===== config.mk =====
export PLATFORM = sky130hd
export DESIGN_NAME = ttl_cache_oldest_evict_unit
export DESIGN_NICKNAME = d
export VERILOG_FILES = /design/src/sv/tce_pkg.sv /design/src/sv/ttl_cache_oldest_evict_unit.sv /design/src/sv/tce_store.sv /design/src/sv/tce_age_unit.sv
export SDC_FILE = /design/constraint.sdc
export NUM_CORES = 2
export LEC_CHECK = 0
export BUFFER_PORTS_ARGS = -buffer_cell sky130_fd_sc_hd__buf_2
export CAP_MARGIN = 20
export CORE_MARGIN = 1
export CORE_UTILIZATION = 52
export DETAILED_ROUTE_END_ITERATION = 12
export PLACE_DENSITY = 0.68
export SLEW_MARGIN = 20
export SYNTH_ARGS = -nofsm -noshare
export SYNTH_HDL_FRONTEND = slang
export SYNTH_HIERARCHICAL = 1
export SYNTH_SLANG_ARGS = --single-unit
export TNS_END_PERCENT = 10

===== constraint.sdc =====
create_clock -name clk -period 22.5 [get_ports clk]
set_input_delay 3.375 -clock clk [delete_from_list [all_inputs] [get_ports clk]]
set_output_delay 3.375 -clock clk [all_outputs]
set_load 0.05 [all_outputs]

===== src/sv/tce_pkg.sv =====
// package for the ttl cache with oldest-entry eviction
// item kind codes, register indexes, field widths and the compare result type
// no dependencies
package tce_pkg;

  localparam int KEY_W   = 64;
  localparam int STAMP_W = 32;
  localparam int TTL_W   = 31;
  localparam int LIM_W   = 5;
  localparam int RESP_W  = 32;
  localparam int CNT_W   = 5;
  localparam int KIND_W  = 3;
  localparam int CIDX_W  = 4;
  localparam int CDAT_W  = 32;

  localparam logic [KIND_W-1:0] KIND_TICK  = 3'd0;
  localparam logic [KIND_W-1:0] KIND_GET   = 3'd1;
  localparam logic [KIND_W-1:0] KIND_PUT   = 3'd2;
  localparam logic [KIND_W-1:0] KIND_CLEAR = 3'd3;
  localparam logic [KIND_W-1:0] KIND_PURGE = 3'd4;

  localparam logic [CIDX_W-1:0] REG_TTL = 4'd0;
  localparam logic [CIDX_W-1:0] REG_MAX = 4'd1;

  localparam logic [TTL_W-1:0] TTL_RESET = 31'd3600;
  localparam logic [LIM_W-1:0] MAX_RESET = 5'd16;

  // what the shared compare unit reports for one slot
  typedef struct packed {
    logic key_eq;
    logic expired;
    logic older;
  } cmp_t;

endpackage


===== src/sv/ttl_cache_oldest_evict_unit.sv =====
// Fully associative cache of DEPTH key hashes with ttl expiry and oldest-first eviction.
// One item is worked at a time; the entry store is read one slot per cycle into a single
// shared age/compare unit, so the slot scan sets the timing. A tick, a clear or an unused
// kind finishes without a scan; a get or a purge scans every slot once. A put scans
// every slot once, scans again for each entry evicted, and when the table was full on
// arrival then searches the slots for a free one to place the new entry.
// The input is stalled while an item is in work; a result waits in the output register
// and the next item may be taken meanwhile. Configuration writes are always taken.
// depends on tce_pkg, tce_store, tce_age_unit
module ttl_cache_oldest_evict_unit #(
  parameter int DEPTH     = 16,
  parameter int TAG_WIDTH = 32
) (
  input  logic                         clk,
  input  logic                         rst,
  input  logic                         cfg_valid,
  output logic                         cfg_ready,
  input  logic [tce_pkg::CIDX_W-1:0]   cfg_index,
  input  logic [tce_pkg::CDAT_W-1:0]   cfg_data,
  input  logic                         in_valid,
  output logic                         in_stall,
  input  logic [tce_pkg::KIND_W-1:0]   kind,
  input  logic [tce_pkg::KEY_W-1:0]    key_hash,
  input  logic [tce_pkg::RESP_W-1:0]   response_tag,
  input  logic                         error_flag,
  output logic                         out_valid,
  input  logic                         out_stall,
  output logic                         hit,
  output logic [tce_pkg::RESP_W-1:0]   hit_response,
  output logic                         hit_is_error,
  output logic [tce_pkg::CNT_W-1:0]    entry_count,
  output logic [tce_pkg::CNT_W-1:0]    error_count
);

  localparam int IW = (DEPTH > 1) ? $clog2(DEPTH) : 1;
  localparam int SW = $clog2(DEPTH + 1);
  localparam int CW = $clog2(DEPTH + 2);
  localparam int LW = (CW > tce_pkg::LIM_W) ? CW : tce_pkg::LIM_W;
  localparam int STW = tce_pkg::STAMP_W;
  localparam int W  = tce_pkg::KEY_W + TAG_WIDTH + 1 + STW;
  localparam logic [IW-1:0] LAST   = IW'(DEPTH - 1);
  localparam logic [SW-1:0] SCAN_N = SW'(DEPTH);

  localparam logic [2:0] S_IDLE  = 3'd0;
  localparam logic [2:0] S_SCAN  = 3'd1;
  localparam logic [2:0] S_INS   = 3'd2;
  localparam logic [2:0] S_EVCUT = 3'd3;
  localparam logic [2:0] S_EVCHK = 3'd4;
  localparam logic [2:0] S_MOVE  = 3'd5;
  localparam logic [2:0] S_FIN   = 3'd6;

  logic [2:0]                   state;
  logic [SW-1:0]                idx;
  logic                         p_vld;
  logic [IW-1:0]                p_idx;
  logic [DEPTH-1:0]             valid;
  logic [CW-1:0]                ent_cnt;
  logic [CW-1:0]                err_cnt;
  logic                         stg_valid;
  logic [STW-1:0]               time_now;
  logic [tce_pkg::TTL_W-1:0]    ttl;
  logic [tce_pkg::LIM_W-1:0]    max_ent;
  logic                         ev_scan;
  logic                         found;
  logic                         fill_found;
  logic                         best_found;

  logic [tce_pkg::KIND_W-1:0]   it_kind;
  logic [tce_pkg::KEY_W-1:0]    it_key;
  logic [TAG_WIDTH-1:0]         it_tag;
  logic                         it_err;
  logic                         hit_r;
  logic [TAG_WIDTH-1:0]         hit_resp;
  logic                         hit_err;
  logic [IW-1:0]                fill_idx;
  logic [IW-1:0]                best_idx;
  logic [STW-1:0]               best_age;
  logic                         best_err;

  logic [W-1:0]                 rd;
  logic [tce_pkg::KEY_W-1:0]    rd_key;
  logic [TAG_WIDTH-1:0]         rd_tag;
  logic                         rd_err;
  logic [STW-1:0]               rd_stamp;
  logic [STW-1:0]               age;
  tce_pkg::cmp_t                cmp;

  logic                         we;
  logic [IW-1:0]                waddr;
  logic [W-1:0]                 wdata;
  logic [IW-1:0]                vidx;
  logic                         v;
  logic                         proc;
  logic                         m_get;
  logic                         m_put;
  logic                         m_purge;
  logic                         get_take;
  logic                         hit_take;
  logic                         kill;
  logic                         fill_take;
  logic                         best_take;
  logic                         scan_end;
  logic [CW-1:0]                total;
  logic [LW-1:0]                limit;
  logic                         over;
  logic                         out_load;
  logic                         cfg_wr;

  assign cfg_ready = 1'b1;
  assign cfg_wr    = cfg_valid && cfg_ready;
  assign in_stall  = (state != S_IDLE);

  assign rd_key   = rd[W-1 -: tce_pkg::KEY_W];
  assign rd_tag   = rd[STW+1 +: TAG_WIDTH];
  assign rd_err   = rd[STW];
  assign rd_stamp = rd[STW-1:0];

  tce_store #(
    .DEPTH (DEPTH),
    .W     (W),
    .IW    (IW)
  ) u_store (
    .clk   (clk),
    .we    (we),
    .waddr (waddr),
    .wdata (wdata),
    .raddr (idx[IW-1:0]),
    .rdata (rd)
  );

  tce_age_unit u_age (
    .time_now (time_now),
    .stamp    (rd_stamp),
    .best_age (best_age),
    .ttl      (ttl),
    .key_a    (rd_key),
    .key_b    (it_key),
    .age      (age),
    .cmp      (cmp)
  );

  always_comb begin
    vidx      = (state == S_MOVE) ? idx[IW-1:0] : p_idx;
    v         = valid[vidx];
    proc      = (state == S_SCAN) && p_vld;
    m_get     = !ev_scan && (it_kind == tce_pkg::KIND_GET);
    m_put     = !ev_scan && (it_kind == tce_pkg::KIND_PUT);
    m_purge   = !ev_scan && (it_kind == tce_pkg::KIND_PURGE);
    get_take  = proc && m_get && v && cmp.key_eq && !found;
    hit_take  = get_take && !cmp.expired;
    // a get drops an expired match; a put drops the old copy of its key and every expired entry
    kill      = proc && v && ((m_get && cmp.key_eq && !found && cmp.expired) ||
                              (m_put && (cmp.key_eq || cmp.expired)) ||
                              (m_purge && cmp.expired));
    // the new entry goes to the lowest slot that is free or holds its key, before expired entries are purged
    fill_take = proc && m_put && !fill_found && (!v || cmp.key_eq);
    best_take = proc && ev_scan && v && (!best_found || cmp.older);
    scan_end  = proc && (p_idx == LAST);
    total     = ent_cnt + CW'(stg_valid);
    limit     = (LW'(max_ent) > LW'(DEPTH)) ? LW'(DEPTH) : LW'(max_ent);
    over      = (LW'(total) > limit);
    out_load  = (state == S_FIN) && (!out_valid || !out_stall);
    we        = ((state == S_INS) && (ttl != '0) && fill_found) ||
                ((state == S_MOVE) && !v);
    waddr     = (state == S_INS) ? fill_idx : idx[IW-1:0];
    wdata     = {it_key, it_tag, it_err, time_now};
  end

  // control state
  always_ff @(posedge clk) begin
    if (rst) begin
      state      <= S_IDLE;
      idx        <= '0;
      p_vld      <= 1'b0;
      valid      <= '0;
      ent_cnt    <= '0;
      err_cnt    <= '0;
      stg_valid  <= 1'b0;
      time_now   <= '0;
      ttl        <= tce_pkg::TTL_RESET;
      max_ent    <= tce_pkg::MAX_RESET;
      ev_scan    <= 1'b0;
      found      <= 1'b0;
      fill_found <= 1'b0;
      best_found <= 1'b0;
      out_valid  <= 1'b0;
    end else begin
      if (cfg_wr) begin
        if (cfg_index == tce_pkg::REG_TTL) begin
          ttl <= cfg_data[tce_pkg::TTL_W-1:0];
        end else if (cfg_index == tce_pkg::REG_MAX) begin
          max_ent <= cfg_data[tce_pkg::LIM_W-1:0];
        end
      end
      if (out_valid && !out_stall && (state != S_FIN)) begin
        out_valid <= 1'b0;
      end
      case (state)
        S_IDLE: begin
          if (in_valid) begin
            found      <= 1'b0;
            fill_found <= 1'b0;
            ev_scan    <= 1'b0;
            idx        <= '0;
            p_vld      <= 1'b0;
            case (kind)
              tce_pkg::KIND_TICK: begin
                time_now <= time_now + 1'b1;
                state    <= S_FIN;
              end
              tce_pkg::KIND_GET, tce_pkg::KIND_PUT, tce_pkg::KIND_PURGE: begin
                state <= S_SCAN;
              end
              tce_pkg::KIND_CLEAR: begin
                valid   <= '0;
                ent_cnt <= '0;
                err_cnt <= '0;
                state   <= S_FIN;
              end
              default: begin
                state <= S_FIN;
              end
            endcase
          end
        end
        S_SCAN: begin
          if (idx != SCAN_N) begin
            p_vld <= 1'b1;
            idx   <= idx + 1'b1;
          end else begin
            p_vld <= 1'b0;
          end
          if (kill) begin
            valid[p_idx] <= 1'b0;
            ent_cnt      <= ent_cnt - 1'b1;
            err_cnt      <= err_cnt - CW'(rd_err);
          end
          if (get_take) begin
            found <= 1'b1;
          end
          if (fill_take) begin
            fill_found <= 1'b1;
          end
          if (best_take) begin
            best_found <= 1'b1;
          end
          if (scan_end) begin
            if (ev_scan) begin
              state <= S_EVCUT;
            end else if (it_kind == tce_pkg::KIND_PUT) begin
              state <= S_INS;
            end else begin
              state <= S_FIN;
            end
          end
        end
        S_INS: begin
          // with a zero ttl the new entry is expired at once
          if (ttl != '0) begin
            if (fill_found) begin
              valid[fill_idx] <= 1'b1;
              ent_cnt         <= ent_cnt + 1'b1;
              err_cnt         <= err_cnt + CW'(it_err);
            end else begin
              stg_valid <= 1'b1;
            end
          end
          state <= S_EVCHK;
        end
        S_EVCUT: begin
          // the staged entry is youngest and last, so it goes only when nothing else is left
          if (best_found) begin
            valid[best_idx] <= 1'b0;
            ent_cnt         <= ent_cnt - 1'b1;
            err_cnt         <= err_cnt - CW'(best_err);
          end else begin
            stg_valid <= 1'b0;
          end
          state <= S_EVCHK;
        end
        S_EVCHK: begin
          if (over) begin
            ev_scan    <= 1'b1;
            best_found <= 1'b0;
            idx        <= '0;
            p_vld      <= 1'b0;
            state      <= S_SCAN;
          end else if (stg_valid) begin
            idx   <= '0;
            state <= S_MOVE;
          end else begin
            state <= S_FIN;
          end
        end
        S_MOVE: begin
          if (!v) begin
            valid[idx[IW-1:0]] <= 1'b1;
            ent_cnt            <= ent_cnt + 1'b1;
            err_cnt            <= err_cnt + CW'(it_err);
            stg_valid          <= 1'b0;
            state              <= S_FIN;
          end else begin
            idx <= idx + 1'b1;
          end
        end
        S_FIN: begin
          if (out_load) begin
            out_valid <= 1'b1;
            state     <= S_IDLE;
          end
        end
        default: begin
          state <= S_IDLE;
        end
      endcase
    end
  end

  // item, scan and result payload
  always_ff @(posedge clk) begin
    if ((state == S_IDLE) && in_valid) begin
      it_kind  <= kind;
      it_key   <= key_hash;
      it_tag   <= TAG_WIDTH'(response_tag);
      it_err   <= error_flag;
      hit_r    <= 1'b0;
      hit_resp <= '0;
      hit_err  <= 1'b0;
    end
    if ((state == S_SCAN) && (idx != SCAN_N)) begin
      p_idx <= idx[IW-1:0];
    end
    if (hit_take) begin
      hit_r    <= 1'b1;
      hit_resp <= rd_tag;
      hit_err  <= rd_err;
    end
    if (fill_take) begin
      fill_idx <= p_idx;
    end
    if (best_take) begin
      best_idx <= p_idx;
      best_age <= age;
      best_err <= rd_err;
    end
    if (out_load) begin
      hit          <= hit_r;
      hit_response <= tce_pkg::RESP_W'(hit_resp);
      hit_is_error <= hit_err;
      entry_count  <= tce_pkg::CNT_W'(ent_cnt);
      error_count  <= tce_pkg::CNT_W'(err_cnt);
    end
  end

endmodule


===== src/sv/tce_store.sv =====
// entry store of the ttl cache: one write port, one read port with registered data
// depends on nothing; the top level packs key, tag, error mark and stamp into one word
module tce_store #(
  parameter int DEPTH = 16,
  parameter int W     = 129,
  parameter int IW    = 4
) (
  input  logic          clk,
  input  logic          we,
  input  logic [IW-1:0] waddr,
  input  logic [W-1:0]  wdata,
  input  logic [IW-1:0] raddr,
  output logic [W-1:0]  rdata
);

  logic [W-1:0] mem [DEPTH];

  always_ff @(posedge clk) begin
    if (we) begin
      mem[waddr] <= wdata;
    end
  end

  always_ff @(posedge clk) begin
    rdata <= mem[raddr];
  end

endmodule


===== src/sv/tce_age_unit.sv =====
// shared age and compare unit: age of one slot, expiry, key match and age ordering
// depends on tce_pkg
module tce_age_unit (
  input  logic [tce_pkg::STAMP_W-1:0] time_now,
  input  logic [tce_pkg::STAMP_W-1:0] stamp,
  input  logic [tce_pkg::STAMP_W-1:0] best_age,
  input  logic [tce_pkg::TTL_W-1:0]   ttl,
  input  logic [tce_pkg::KEY_W-1:0]   key_a,
  input  logic [tce_pkg::KEY_W-1:0]   key_b,
  output logic [tce_pkg::STAMP_W-1:0] age,
  output tce_pkg::cmp_t               cmp
);

  // age wraps modulo 2^32
  assign age         = time_now - stamp;
  assign cmp.key_eq  = (key_a == key_b);
  assign cmp.expired = (age >= tce_pkg::STAMP_W'(ttl));
  assign cmp.older   = (age > best_age);

endmodule


==> summary.md <==
| Metric | Value |
|---|---|
| Outcome | `complete, no violations` |
| Yosys top cell area share | `0.704` |
| Design area | `0.109 mm2` |
| Critical Path Source Type | `flip-flop` |
| Ranking of synthesized cells by area | `edfxtp_1 (70%), mux4_2 (11%), dfxtp_1 (4.9%)` |
| Grt ovf | `0` |
| Gpl congestion | `0.847` |
| Die footprint | `0.189 mm2` |
| Leakage power | `34.4 nW` |
| Resized cells post-CTS | `0` |
| Vias | `48,604` |
| Port Buf Inserts | `185` |
| Die Width | `435 um` |
| Yosys reg bits | `2,525` |
| Core ar. | `0.186 mm2` |
| Switching Power | `2.80 mW` |
| Hold crit path type | `flip-flop to flip-flop` |
| Mapped Nets | `5,266` |
| Path depth of the worst reg2reg path | `12` |
| Final #Nets | `5,544` |
| Data required time of the worst path | `~23 ns` |
| Clk_skew | `0.0679 ns` |
| CP Class | `flip-flop to flip-flop` |
| Placed cell areas | `0.101 mm2` |
| CTS tree | `built` |
| Hold_buf cts | `0` |
| Reg-to-reg slack, setup | `15.99 ns` |
| Final Critical Period | `6.51 ns` |
| Power share of the clock group | `0.360` |
| DRT Pass-1 Iters | `6` |
| Max Cap Viol | `0` |
| Critical Path Slowest Stage Cell | `buf_4` |
| Share of cells above drive strength 1 | `0.228` |
| Global-route wire length before repair | `322,000 um` |
| DRC | `0` |
| Yosys top cell by area | `edfxtp_1` |
| Reg clk slew, reported paths | `roughly 0.06 ns` |
| Initial core utilization | `0.524` |
| Syn. warnings | `6` |
| Rel. slew slack | `0.180` |
| Commonest non-fill, non-tap cells in the layout | `edfxtp_1 (2,286), mux4_2 (488), nand2_1 (241), clkbuf_16 (241), dfxtp_1 (235)` |
| Cell family with most CP delay | `simple AND/OR/NAND/NOR gates` |
| # rows | `approximately 160` |
| CP most frequent cell | `buf_4` |
| PD cells | `slightly above 100 mW/mm2` |
| Peak VDD IR | `0.0708 mV` |
| Routed WL per cell | `roughly 27 um` |
| Critical path origin | `state[2]` |
| Num CTS Buffers | `240` |
| Commonest non-fill, non-tap cell in the layout | `edfxtp_1` |
| Main synth FF type | `edfxtp_1` |
| RR Startpoint | `state[2]` |
| Clk buf depth | `3` |
| Worst path depth | `12` |
| Share of power burned in combinational logic | `0.124` |
| Final setup fails | `0` |
| Internal power | `8.44 mW` |
| Avg Vias per Cell | `6.09` |
| CP max FO | `47` |
| Average cell area after synthesis | `19.5 um2` |
| Clock latency on the worst-skew pair | `0.88 ns` |
| RSZ-0062 raised after global routing | `false` |
| Mapped Area | `0.0974 mm2` |
| Post-synthesis async set-or-reset flop share | `0` |
| Dpl hpwl | `112,000 um` |
| EDFF count, synth | `2,286` |
| Worst Hold Depth | `0` |
| Boundary Pins | `188` |
| Library cells used by synthesis | `92` |
| Sink Count | `2,525` |
| Worst path arrival time | `6.99 ns` |
| Fillers | `13,422` |
| Initial DRC count | `5,025` |
| Post-synthesis sequential area ratio | `0.754` |
| Final worst-path cycle share | `0.289` |
| Post-Place Cells | `7,525` |
| Pins over their slew limit | `0` |
| Routed Antenna Nets | `0` |
| Cell Chain, Critical Path | `and3b_4 -> mux2i_1 -> o32a_1 -> and3_1 -> nor2_1 -> nand2_1 -> nand2_1 -> nand3_1 -> nor2_4 -> buf_4 -> buf_4 -> buf_4` |
| Setup TNS | `0 ns` |
| Post-Route WL | `218,000 um` |
| Area growth syn-to-layout | `12.2%` |
| Worst setup path end | `u_store/mem[13][60]` |
| Worst hold path startpoint | `hit_resp[29]` |
| Crit-path max cell delay | `0.93 ns` |
| Switching share of power | `0.249` |
| FMAX | `about 150 MHz` |
| Largest net degree at the start of global routing | `~110` |
| Non-Filler Instances | `7,982` |
| Critical path buffers and inverters | `3` |
| H-tree depth | `4` |
| Antenna violations before repair | `8` |
| Die height | `435 um` |
| Cell count after synthesis | `5,009` |
| Final hold vios | `0` |
| CTS Root Cell | `clkbuf_16` |
| Reg power frac | `0.516` |
| Vias in the first global route | `49,005` |
| Pwr Total | `11.2 mW` |
| GRT Util Overall | `0.231` |
| Worst-margin pin slew | `1.23 ns` |
| Reg-to-reg endpoint | `u_store/mem[13][60]` |
| Post-CTS setup repair buffer count | `0` |
| Crit. End Element | `flip-flop` |
[layout make-up]
cell class	count	area, um2	area share
Sequential cell	2525	73400	0.672
Multi-Input combinational cell	2127	22600	0.206
Clock buffer	317	6660	0.0609
Tap cell	2480	3100	0.0284
Timing Repair Buffer	269	1700	0.0155
Clock inverter	139	1370	0.0126
Inverter	124	470	0.00430
Antenna cell	1	2.50	0.0000229
[worst register-to-register path: stages (launching register included)]
cell and delay (ns):
dfxtp_1 0.76, and3b_4 0.49, mux2i_1 0.14, o32a_1 0.33, and3_1 0.22, nor2_1 0.31
nand2_1 0.10, nand2_1 0.21, nand3_1 0.34, nor2_4 0.77, buf_4 0.93, buf_4 0.71
buf_4 0.72
[metal layers]
metal / global-route usage / share of wire / wire length [um]
met5: 0 / 0 / 0
met2: 0.368 / 0.48 / 105000
met1: 0.334 / 0.43 / 92700
met3: 0.0342 / 0.068 / 14900
met4: 0.0645 / 0.025 / 5370
[per-stage QoR]
stage | setup slack [ns] | util | hold slack [ns]
2_1_floorplan | 10.73 | - | 0.400
3_5_place_dp | 16.00 | 0.545 | 0.405
4_1_cts | 15.94 | 0.588 | 0.394
5_1_grt | 15.57 | 0.588 | 0.425
6_report | 15.99 | 0.588 | 0.406
3_3_place_gp | 16.14 | 0.545 | 0.402
[synth_stat cells (all sizes together) (7+ instances only)]
master and number:
xor2 104, nor4 29, edfxtp 2286, o22a 7, a221oi 14, and2 46
or3 12, nor2 111, a21oi 114, a21o 23, a32oi 7, and3 16
mux2i 40, o21a 13, mux2 55, o211ai 9, o21ai 73, nor3 31
inv 124, a211oi 25, o31ai 12, nand3 60, a311oi 7, mux4 488
dfxtp 239, xnor2 26, clkbuf 128, buf 105, nor2b 43, ha 113
o221ai 17, nand4 26, nand2b 44, nand3b 12, a22oi 227, nand2 241
[logic make-up after synthesis]
group,after synthesis,share of synthesized area
AO/OA/AOI/OAI,605,0.0444
XOR/XNOR,130,0.0117
adder cells (fa/ha/maj),116,0.0151
buffers and inverters,357,0.0168
flip-flops,2525,0.754
multiplexers,583,0.123
other,1,0.0000385
AND/OR/NAND/NOR,692,0.0352
[how the worst min path moves through the flow]
stage,to,slack (ns)
after global routing,hit_response[29],0.42
final,hit_response[29],0.41
after CTS,hit_response[29],0.39
after global placement,hit_response[3],0.40
after detailed placement,hit_response[29],0.40
after floorplan,hit_is_error,0.40
[flip-flops by register name (all words and copies together) (netlist names), 3 cells and up]
name           cells
best_idx           4
ent_cnt            5
time_now          32
it_kind            3
hit_resp          32
it_tag            32
err_cnt            5
best_age          32
ttl               31
entry_count        5
u_store/mem     2064
max_ent            5
u_store/rdata    129
idx                5
hit_response      32
error_count        5
it_key            64
state              3
fill_idx           4
valid             16
p_idx              4
[power groups by stage]
stage                     Sequential (mW)  Combinational [mW]  Clock (mW)
after floorplan                      5.80                1.07           0
after global placement               5.88                1.39           0
after detailed placement             5.91                1.41           0
after CTS                            5.81                1.41        4.11
after global routing                 5.85                1.51        4.29
final                                5.80                1.39        4.05
(Power assumes the default switching activity.)
